File: src/hdl/atl_pkg.sv
// Shared types, constants and helper functions for the assembly token lexer.
// Used by the channel interfaces and every lexer module; depends on nothing.
`timescale 1ns / 1ps

package atl_pkg;

  // Field widths.
  localparam int POS_WIDTH  = 24;
  localparam int LINE_WIDTH = 20;
  localparam int KIND_WIDTH = 5;
  localparam int CH_WIDTH   = 8;

  // Saturation limits and the value a line count restarts at.
  localparam logic [POS_WIDTH-1:0]  POS_MAX   = {POS_WIDTH{1'b1}};
  localparam logic [LINE_WIDTH-1:0] LINE_MAX  = {LINE_WIDTH{1'b1}};
  localparam logic [LINE_WIDTH-1:0] LINE_INIT = LINE_WIDTH'(1);

  // Token kinds beyond the twenty mnemonics.
  localparam logic [KIND_WIDTH-1:0] KIND_REG    = KIND_WIDTH'(20);
  localparam logic [KIND_WIDTH-1:0] KIND_PORT   = KIND_WIDTH'(21);
  localparam logic [KIND_WIDTH-1:0] KIND_LABEL  = KIND_WIDTH'(22);
  localparam logic [KIND_WIDTH-1:0] KIND_SYMBOL = KIND_WIDTH'(23);
  localparam logic [KIND_WIDTH-1:0] KIND_COMMA  = KIND_WIDTH'(24);

  // Character codes with a meaning of their own.
  localparam logic [CH_WIDTH-1:0] CH_NUL     = 8'h00;
  localparam logic [CH_WIDTH-1:0] CH_NEWLINE = 8'h0A;
  localparam logic [CH_WIDTH-1:0] CH_DOLLAR  = 8'h24;
  localparam logic [CH_WIDTH-1:0] CH_PERCENT = 8'h25;
  localparam logic [CH_WIDTH-1:0] CH_COMMA   = 8'h2C;
  localparam logic [CH_WIDTH-1:0] CH_DOT     = 8'h2E;
  localparam logic [CH_WIDTH-1:0] CH_SEMI    = 8'h3B;

  // Mnemonic table, first character in the top byte; index is the kind code.
  localparam int NUM_MNEMONICS = 20;
  localparam logic [23:0] MNEMONIC [NUM_MNEMONICS] = '{
    "MSC", "SST", "SLD", "SLP", "PST", "PLD", "CND", "LIM", "RST", "AST",
    "INC", "RSH", "ADD", "SUB", "XOR", "POI", "NOP", "JMP", "MST", "MLD"
  };

  // Word-length counter, saturating at its all-ones value.
  localparam int LEN_WIDTH = 3;
  localparam logic [LEN_WIDTH-1:0] LEN_MAX      = {LEN_WIDTH{1'b1}};
  localparam logic [LEN_WIDTH-1:0] LEN_MNEMONIC = LEN_WIDTH'(3);

  // Result queue sizing.
  localparam int FIFO_DEPTH = 4;
  localparam int FIFO_AW    = $clog2(FIFO_DEPTH);
  localparam int LEVEL_W    = $clog2(FIFO_DEPTH + 1);

  // One result token.
  typedef struct packed {
    logic [KIND_WIDTH-1:0] kind;
    logic [POS_WIDTH-1:0]  start_pos;
    logic [POS_WIDTH-1:0]  end_pos;
    logic [LINE_WIDTH-1:0] line_number;
    logic                  last;
  } token_t;

  // Up to two tokens produced by one byte, in delivery order.
  typedef struct packed {
    logic [1:0] count;
    token_t     tok0;
    token_t     tok1;
  } scan_out_t;

  // Letters, digits, '.', '$' and '%'.
  function automatic logic is_word_byte(logic [CH_WIDTH-1:0] c);
    logic hit;
    hit = ((c >= "a") && (c <= "z")) || ((c >= "A") && (c <= "Z")) ||
          ((c >= "0") && (c <= "9")) ||
          (c == CH_DOT) || (c == CH_DOLLAR) || (c == CH_PERCENT);
    return hit;
  endfunction

  // Kind of a finished word from its first three bytes (first byte lowest).
  function automatic logic [KIND_WIDTH-1:0] classify_word(logic [23:0] fc,
                                                          logic [LEN_WIDTH-1:0] len);
    logic [23:0]           key;
    logic [KIND_WIDTH-1:0] kind;
    key = {fc[7:0], fc[15:8], fc[23:16]};
    case (fc[7:0])
      CH_DOLLAR:  kind = KIND_REG;
      CH_PERCENT: kind = KIND_PORT;
      CH_DOT:     kind = KIND_LABEL;
      default:    kind = KIND_SYMBOL;
    endcase
    if (len == LEN_MNEMONIC) begin
      for (int i = NUM_MNEMONICS - 1; i >= 0; i--) begin
        if (key == MNEMONIC[i]) begin
          kind = KIND_WIDTH'(i);
        end
      end
    end
    return kind;
  endfunction

endpackage

File: src/hdl/atl_byte_if.sv
// Valid/ready channel that carries one source text byte per transfer.
// Depends on atl_pkg for the byte width.
`timescale 1ns / 1ps

interface atl_byte_if;
  logic                          valid;
  logic                          ready;
  logic [atl_pkg::CH_WIDTH-1:0]  ch;

  modport source (output valid, output ch, input ready);
  modport sink   (input valid, input ch, output ready);
endinterface

File: src/hdl/atl_token_if.sv
// Valid/ready channel that carries one token per transfer.
// Depends on atl_pkg for the field widths.
`timescale 1ns / 1ps

interface atl_token_if;
  logic                            valid;
  logic                            ready;
  logic [atl_pkg::KIND_WIDTH-1:0]  token_kind;
  logic [atl_pkg::POS_WIDTH-1:0]   start_pos;
  logic [atl_pkg::POS_WIDTH-1:0]   end_pos;
  logic [atl_pkg::LINE_WIDTH-1:0]  line_number;
  logic                            last;

  modport source (output valid, output token_kind, output start_pos, output end_pos,
                  output line_number, output last, input ready);
  modport sink   (input valid, input token_kind, input start_pos, input end_pos,
                  input line_number, input last, output ready);
endinterface

File: src/hdl/atl_scan.sv
// Lexer state and per-byte scan logic: turns one byte into zero to two tokens.
// Depends on atl_pkg.
`timescale 1ns / 1ps

module atl_scan (
  input  logic                         clk,
  input  logic                         rst,
  input  logic                         take,
  input  logic [atl_pkg::CH_WIDTH-1:0] ch,
  output atl_pkg::scan_out_t           res
);

  // Control state.
  logic                              in_word, in_word_next;
  logic                              in_comment, in_comment_next;
  logic [atl_pkg::POS_WIDTH-1:0]     position, position_next;
  logic [atl_pkg::LINE_WIDTH-1:0]    line_count, line_count_next;
  logic [atl_pkg::LEN_WIDTH-1:0]     word_length, word_length_next;

  // Word details, always written when a word opens.
  logic [atl_pkg::POS_WIDTH-1:0]     word_start, word_start_next;
  logic [atl_pkg::LINE_WIDTH-1:0]    word_line, word_line_next;
  logic [23:0]                       first_chars, first_chars_next;

  logic                              word_byte;
  logic                              word_tok;
  logic                              comma_tok;
  logic [atl_pkg::POS_WIDTH-1:0]     pos_inc;
  atl_pkg::token_t                   word_t;
  atl_pkg::token_t                   comma_t;

  // Next state and the tokens this byte causes.
  always_comb begin
    in_word_next     = in_word;
    in_comment_next  = in_comment;
    position_next    = position;
    line_count_next  = line_count;
    word_length_next = word_length;
    word_start_next  = word_start;
    word_line_next   = word_line;
    first_chars_next = first_chars;
    comma_tok        = 1'b0;

    word_byte = atl_pkg::is_word_byte(ch);
    pos_inc   = (position == atl_pkg::POS_MAX) ? position
                                               : position + atl_pkg::POS_WIDTH'(1);
    word_tok  = in_word && !word_byte;

    if (in_word && word_byte) begin
      // Word continues; keep its first three bytes.
      case (word_length)
        atl_pkg::LEN_WIDTH'(1): first_chars_next[15:8]  = ch;
        atl_pkg::LEN_WIDTH'(2): first_chars_next[23:16] = ch;
        default: ;
      endcase
      if (word_length != atl_pkg::LEN_MAX) begin
        word_length_next = word_length + atl_pkg::LEN_WIDTH'(1);
      end
      position_next = pos_inc;
    end else begin
      in_word_next = 1'b0;
      if (ch == atl_pkg::CH_NUL) begin
        position_next    = '0;
        line_count_next  = atl_pkg::LINE_INIT;
        in_comment_next  = 1'b0;
        word_length_next = '0;
      end else if (ch == atl_pkg::CH_NEWLINE) begin
        in_comment_next = 1'b0;
        if (line_count != atl_pkg::LINE_MAX) begin
          line_count_next = line_count + atl_pkg::LINE_WIDTH'(1);
        end
        position_next = pos_inc;
      end else if (in_comment) begin
        position_next = pos_inc;
      end else if (ch == atl_pkg::CH_SEMI) begin
        in_comment_next = 1'b1;
        position_next   = pos_inc;
      end else if (ch == atl_pkg::CH_COMMA) begin
        comma_tok     = 1'b1;
        position_next = pos_inc;
      end else if (word_byte) begin
        in_word_next     = 1'b1;
        word_start_next  = position;
        word_line_next   = line_count;
        word_length_next = atl_pkg::LEN_WIDTH'(1);
        first_chars_next = {16'h0000, ch};
        position_next    = pos_inc;
      end else begin
        position_next = pos_inc;
      end
    end

    word_t.kind        = atl_pkg::classify_word(first_chars, word_length);
    word_t.start_pos   = word_start;
    word_t.end_pos     = position;
    word_t.line_number = word_line;
    word_t.last        = !comma_tok;

    comma_t.kind        = atl_pkg::KIND_COMMA;
    comma_t.start_pos   = position;
    comma_t.end_pos     = pos_inc;
    comma_t.line_number = line_count;
    comma_t.last        = 1'b1;

    // A word token always goes ahead of a comma caused by the same byte.
    res.tok0  = word_tok ? word_t : comma_t;
    res.tok1  = comma_t;
    res.count = take ? (2'(word_tok) + 2'(comma_tok)) : 2'd0;
  end

  // Control registers.
  always_ff @(posedge clk) begin
    if (rst) begin
      in_word     <= 1'b0;
      in_comment  <= 1'b0;
      position    <= '0;
      line_count  <= atl_pkg::LINE_INIT;
      word_length <= '0;
    end else if (take) begin
      in_word     <= in_word_next;
      in_comment  <= in_comment_next;
      position    <= position_next;
      line_count  <= line_count_next;
      word_length <= word_length_next;
    end
  end

  // Word detail registers need no reset.
  always_ff @(posedge clk) begin
    if (take) begin
      word_start  <= word_start_next;
      word_line   <= word_line_next;
      first_chars <= first_chars_next;
    end
  end

endmodule

File: src/hdl/atl_token_fifo.sv
// Small result queue: takes up to two tokens per cycle, hands out one per transfer.
// Depends on atl_pkg and atl_token_if.
`timescale 1ns / 1ps

module atl_token_fifo (
  input  logic                          clk,
  input  logic                          rst,
  input  atl_pkg::scan_out_t            wr,
  atl_token_if.source                   tokens,
  output logic [atl_pkg::LEVEL_W-1:0]   level
);

  atl_pkg::token_t                 mem [atl_pkg::FIFO_DEPTH];
  logic [atl_pkg::FIFO_AW-1:0]     wptr;
  logic [atl_pkg::FIFO_AW-1:0]     rptr;
  logic [atl_pkg::FIFO_AW-1:0]     wptr_1;
  logic                            rd;
  atl_pkg::token_t                 head;

  assign wptr_1 = wptr + atl_pkg::FIFO_AW'(1);
  assign rd     = tokens.valid && tokens.ready;
  assign head   = mem[rptr];

  // Output side shows the oldest entry.
  assign tokens.valid       = (level != '0);
  assign tokens.token_kind  = head.kind;
  assign tokens.start_pos   = head.start_pos;
  assign tokens.end_pos     = head.end_pos;
  assign tokens.line_number = head.line_number;
  assign tokens.last        = head.last;

  // Entry storage.
  always_ff @(posedge clk) begin
    if (wr.count != 2'd0) begin
      mem[wptr] <= wr.tok0;
    end
    if (wr.count == 2'd2) begin
      mem[wptr_1] <= wr.tok1;
    end
  end

  // Pointers and fill level.
  always_ff @(posedge clk) begin
    if (rst) begin
      wptr  <= '0;
      rptr  <= '0;
      level <= '0;
    end else begin
      wptr  <= wptr + atl_pkg::FIFO_AW'(wr.count);
      rptr  <= rptr + atl_pkg::FIFO_AW'(rd);
      level <= level + atl_pkg::LEVEL_W'(wr.count) - atl_pkg::LEVEL_W'(rd);
    end
  end

endmodule

File: src/hdl/assembly_token_lexer.sv
// Assembly token lexer top level: input byte register, scan logic, result queue.
// Depends on atl_pkg, atl_byte_if, atl_token_if, atl_scan and atl_token_fifo.
//
// Usage:
//   text carries one source byte per transfer; a zero byte ends the text and
//   returns position to 0 and line to 1. tokens carries one token per
//   transfer: kind, start and end byte positions, start line, and last, which
//   marks the final token caused by one byte (a byte causes at most two).
//   A word is reported when the byte after it arrives.
// Path: a byte is registered at its transfer, scanned once the result queue
//   has room, and its tokens are then offered on the tokens channel.
// Throughput: one byte per cycle; the result queue drains one token per
//   cycle while tokens.ready is high, so a byte that causes two tokens
//   takes two output transfers. The input register is scanned only while
//   the four-entry result queue has room for two tokens.
// Reset: rst (synchronous) empties the queue and the input register and
//   restarts at position 0, line 1, outside any word or comment.
// Stall: while tokens.ready is low the queue fills and text.ready falls;
//   nothing is lost or repeated.
`timescale 1ns / 1ps

module assembly_token_lexer (
  input  logic          clk,
  input  logic          rst,
  atl_byte_if.sink      text,
  atl_token_if.source   tokens
);

  logic                            byte_valid;
  logic [atl_pkg::CH_WIDTH-1:0]    byte_r;
  logic                            room;
  logic                            consume;
  logic [atl_pkg::LEVEL_W-1:0]     level;
  atl_pkg::scan_out_t              scan_res;

  // Scan the held byte only when the queue can take two tokens.
  assign room       = (level <= atl_pkg::LEVEL_W'(atl_pkg::FIFO_DEPTH - 2));
  assign consume    = byte_valid && room;
  assign text.ready = !byte_valid || consume;

  // Input byte register.
  always_ff @(posedge clk) begin
    if (rst) begin
      byte_valid <= 1'b0;
    end else if (text.valid && text.ready) begin
      byte_valid <= 1'b1;
    end else if (consume) begin
      byte_valid <= 1'b0;
    end
  end

  always_ff @(posedge clk) begin
    if (text.valid && text.ready) begin
      byte_r <= text.ch;
    end
  end

  atl_scan u_scan (
    .clk  (clk),
    .rst  (rst),
    .take (consume),
    .ch   (byte_r),
    .res  (scan_res)
  );

  atl_token_fifo u_fifo (
    .clk    (clk),
    .rst    (rst),
    .wr     (scan_res),
    .tokens (tokens),
    .level  (level)
  );

`ifndef NO_ASSERTIONS
  // The queue never holds more than its depth.
  a_level_bound: assert property (@(posedge clk) disable iff (rst)
    level <= atl_pkg::LEVEL_W'(atl_pkg::FIFO_DEPTH))
    else $error("result queue overfilled");

  // Fill level tracks writes and output transfers exactly.
  a_level_track: assert property (@(posedge clk) disable iff (rst)
    !$past(rst) |-> level == $past(level) + atl_pkg::LEVEL_W'($past(scan_res.count))
                             - atl_pkg::LEVEL_W'($past(tokens.valid && tokens.ready)))
    else $error("result queue level out of step");

  // Two tokens from one byte are a word then a comma, last only on the second.
  a_pair_order: assert property (@(posedge clk) disable iff (rst)
    scan_res.count == 2'd2 |-> scan_res.tok0.kind != atl_pkg::KIND_COMMA &&
      scan_res.tok1.kind == atl_pkg::KIND_COMMA && !scan_res.tok0.last &&
      scan_res.tok1.last)
    else $error("token pair out of order");
`endif

endmodule
File: src/flat_wrapper.sv
// flat-port wrapper written by rule: the top's interface ports become plain ports
module assembly_token_lexer_flat 
  (clk, rst, text_valid, text_ch, text_ready, tokens_valid, tokens_token_kind, tokens_start_pos, tokens_end_pos, tokens_line_number, tokens_last, tokens_ready);
  atl_byte_if text_i ();
  atl_token_if tokens_i ();
  input  logic clk;
  input  logic rst;
  input wire logic [$bits(text_i.valid)-1:0] text_valid;
  input wire logic [$bits(text_i.ch)-1:0] text_ch;
  output wire logic [$bits(text_i.ready)-1:0] text_ready;
  output wire logic [$bits(tokens_i.valid)-1:0] tokens_valid;
  output wire logic [$bits(tokens_i.token_kind)-1:0] tokens_token_kind;
  output wire logic [$bits(tokens_i.start_pos)-1:0] tokens_start_pos;
  output wire logic [$bits(tokens_i.end_pos)-1:0] tokens_end_pos;
  output wire logic [$bits(tokens_i.line_number)-1:0] tokens_line_number;
  output wire logic [$bits(tokens_i.last)-1:0] tokens_last;
  input wire logic [$bits(tokens_i.ready)-1:0] tokens_ready;
  assign text_i.valid = text_valid;
  assign text_i.ch = text_ch;
  assign text_ready = text_i.ready;
  assign tokens_valid = tokens_i.valid;
  assign tokens_token_kind = tokens_i.token_kind;
  assign tokens_start_pos = tokens_i.start_pos;
  assign tokens_end_pos = tokens_i.end_pos;
  assign tokens_line_number = tokens_i.line_number;
  assign tokens_last = tokens_i.last;
  assign tokens_i.ready = tokens_ready;
  assembly_token_lexer u_core (.clk(clk), .rst(rst), .text(text_i), .tokens(tokens_i));
endmodule
File: config.mk
export PLATFORM = sky130hd
export DESIGN_NAME = assembly_token_lexer_flat
export DESIGN_NICKNAME = d
export VERILOG_FILES = /design/src/hdl/atl_pkg.sv /design/src/hdl/atl_byte_if.sv /design/src/hdl/atl_token_if.sv /design/src/hdl/atl_scan.sv /design/src/hdl/atl_token_fifo.sv /design/src/hdl/assembly_token_lexer.sv /design/src/flat_wrapper.sv
export SDC_FILE = /design/constraint.sdc
export NUM_CORES = 1
export LEC_CHECK = 0
export ABC_AREA = 1
export BUFFER_PORTS_ARGS = -buffer_cell sky130_fd_sc_hd__clkbuf_2
export CAP_MARGIN = 20
export CORE_MARGIN = 8
export CORE_UTILIZATION = 25
export DETAILED_ROUTE_END_ITERATION = 6
export SETUP_SLACK_MARGIN = 0.05
export SKIP_CTS_REPAIR_TIMING = 1
export SYNTH_ARGS = -nofsm -noshare
export SYNTH_HDL_FRONTEND = slang
export SYNTH_HIERARCHICAL = 1
export SYNTH_SLANG_ARGS = --single-unit
File: constraint.sdc
create_clock -name clk -period 13.55 [get_ports clk]
set_clock_uncertainty 0.05 [all_clocks]
set_input_delay 0.6775 -clock clk [delete_from_list [all_inputs] [get_ports clk]]
set_output_delay 0.6775 -clock clk [all_outputs]
set_load 0.01 [all_outputs]
==> flow_summary.toml <==
[status]
status = "finished, final reports clean"

[worst_setup_path]
crit_type = "reg -> reg"
end_kind = "flip-flop"
reg2reg_from = "u_core/byte_r[6]"
worstPathArrival_ns = 4.91
critPathRequiredTime_ns = 13.70
crit_start = "u_core/byte_r[6]"
crit_fanout = 55
cp-start-kind = "flip-flop"

[synthesis]
netlist_area_um2 = 21800
ys_warn_count = 6
syn_inst = 2464
ys_ff_latch = 429
synth_edf_count = 372
postSynthAreaPerCell_um2 = 8.84
yosysUniqueCellTypes = 44
ys_async_sr_fraction_pct = 0
ys.flop_type = "edfxtp_1"
yosysSeqAreaShare_pct = 56.5

[clock_tree]
cts_inserted_buffers = 47
clk_latency_ns = 0.59
clock_sinks = 429
clk_path_buf_depth = 3
clock-root-buffer = "clkbuf_16"
clk_pin_slew_ns = 0.06
htree_levels = 2
cts_tree = "yes"

[routing]
antenna_left = 0
drt-initial-drc-count = 1697
wl_per_cell_um = 17.0
viasPerCell = 4.71
drc_errors = 0
routed_wl_mm = 62.5
first_pass_iters = 6
vias = 17279

[worst_hold_path]
hp-class = "in -> reg"
hp-start = "text_ch[0]"

[global_route]
use_met3_pct = 1.90
grt_pass1_vias = 16119
busiest_layer = "met2"
antenna_found_initial = 0
gr-usage-met1_pct = 16.2
track_usage_pct = 12.4
grt_overflow = 0
grt_pass1_wl_mm = 96.2
met2_usage_pct = 21.4
grt_max_degree = 99

[job]
drv_cap = 0

[die]
start_util_pct = 25.1
std_cell_rows = 108
dieArea_um2 = 96800
dieHeight_um = 311
ios = 88
core-area_um2 = 86600
die_w_um = 311

[final_layout]
syn2layout_area_growth_pct = 13.2
stdcell_area_um2 = 24700
final_common_cell = "nand2_1"
mostFrequentLayoutCells = "nand2_1 (586), edfxtp_1 (372), o21ai_0 (328), nor2_1 (246), o21ai_1 (183)"
design.final.nets = 2499
drive_above_1_share_pct = 9.59
antenna_cells = 0
fillers = 9053

[pwr]
p_per_area_nw_per_um2 = 134
peakVddDrop_v = 0.0000835
leakage_nw = 8.18
power_mw = 3.31

[timing]
setup_viol = 0
slew_headroom_pct = 27.2
finalMaxSlewViolations = 0
hold_viol = 0
tns_ns = 0
tightest_slew_ns = 1.09
rsz0062_at_grt = "no"
timing.final.crit_share_pct = 35.1
layout_setup_ws_ns = 8.79
fmax_mhz = 210
fin_crit_ns = 4.76

[place]
port_buffers = 87
dp_slack_ns = 8.76
place_area_um2 = 23100
hpwl_mm = 40.5
gp_congestion = 0.898
==> path summary, 6_finish.rpt <==
| check | end | slack [ns] | cells past startpoint |
|---|---|---|---|
| worst max-delay path | u_core/u_fifo/mem[0][10] | 8.79 | 14 |
| worst min-delay path | u_core/byte_r[0] | 0.23 | 1 |
| worst max register to register | u_core/u_fifo/mem[0][10] | 8.79 | 14 |
| worst min register to register | u_core/u_scan/first_chars[7] | 0.42 | 0 |
==> final cells by class <==
class	count	area, um2	share of cell area (%)
sequential	429	12300	49.9
multi-input combinational	1699	8060	32.7
tap	1155	1450	5.86
clock buffer	68	1380	5.59
inverter	191	726	2.94
timing repair buffer	107	586	2.37
clock inverter	20	158	0.639
==> where the power goes <==
part           internal, mW  switching (mW)  total (mW)
Sequential             1.45          0.0383        1.49
Clock                 0.745           0.532        1.28
Combinational         0.159           0.386       0.545
Total                  2.36           0.956        3.31
==> synthesized netlist by cell type, types with 2 or more instances <==
library cell	instances	share of area, %
inv_2	8	0.14
a211oi_1	2	0.069
nor4_1	7	0.20
dfxtp_1	57	5.2
nor3_1	29	0.67
nand2_4	2	0.10
nor3_2	6	0.28
o21ai_2	11	0.44
a21oi_1	55	1.3
nand3_2	11	0.51
nand2_1	591	10
ha_1	11	0.63
nand4_1	35	1.0
xor2_1	18	0.72
nor2_1	246	4.2
clkbuf_1	62	1.1
edfxtp_1	372	51
buf_6	7	0.36
inv_1	181	3.1
nor2_2	2	0.057
nor2_4	2	0.10
buf_2	60	1.4
or2_2	3	0.086
nand2_2	5	0.14
xnor2_1	5	0.20
buf_4	22	0.76
o21ai_0	328	7.5
o21ai_1	183	4.2
conb_1	2	0.034
o22ai_1	74	2.1
nand3_1	54	1.2
==> sequential cells by signal (all words and copies together), names as in the netlist <==
signal                     flops
u_core/u_fifo/level            3
u_core/u_scan/word_length      3
u_core/u_scan/word_line       20
u_core/u_fifo/mem            296
u_core/u_scan/first_chars     24
u_core/byte_r                  8
u_core/u_scan/word_start      24
u_core/u_scan/position        24
u_core/byte_valid              1
u_core/u_scan/in_comment       1
u_core/u_scan/in_word          1
u_core/u_scan/line_count      20
u_core/u_fifo/rptr             2
u_core/u_fifo/wptr             2
==> worst max-delay path, stage by stage (launching register included) <==
cell and delay, ns:
edfxtp_1 0.41, inv_1 0.10, nand2_1 0.09, nor3_1 0.26, a22oi_2 0.12, nand3_2 0.09, buf_4 0.44, inv_2 0.07
ha_1 0.30, nand2_1 0.06, inv_1 0.11, nor2_4 0.27, nand3_4 0.53, nand2_4 0.69, buf_4 0.70
==> kinds of logic after synthesis <==
kind of cell             count (synthesis)  synth area share, %
AND/OR/NAND/NOR                        997                 19.0
AO/OA/AOI/OAI                          659                 15.9
flip-flops                             429                 56.5
buffers and inverters                  342                 6.88
XOR/XNOR                                23                0.925
adder cells (fa/ha/maj)                 12                0.724
other                                    2               0.0345
==> layer usage <==
layer | wire length [um] | share of wire (%) | vias up
met4 | 1350 | 2.2 | 0
met5 | 0 | 0 | -
li1 | - | - | 8489
met3 | 3950 | 6.3 | 99
met1 | 26800 | 43 | 8153
met2 | 30400 | 49 | 538
==> metrics by stage <==
stage               std cells  utilization, %  hold WS, ns
global placement         3581            26.7        0.383
floorplan                2470               -        0.375
CTS                      3669            28.5        0.194
global route             3669            28.5        0.199
detailed placement       3581            26.7        0.384
finish                   3669            28.5        0.230
No activity file was read; power rests on OpenSTA's default activity.
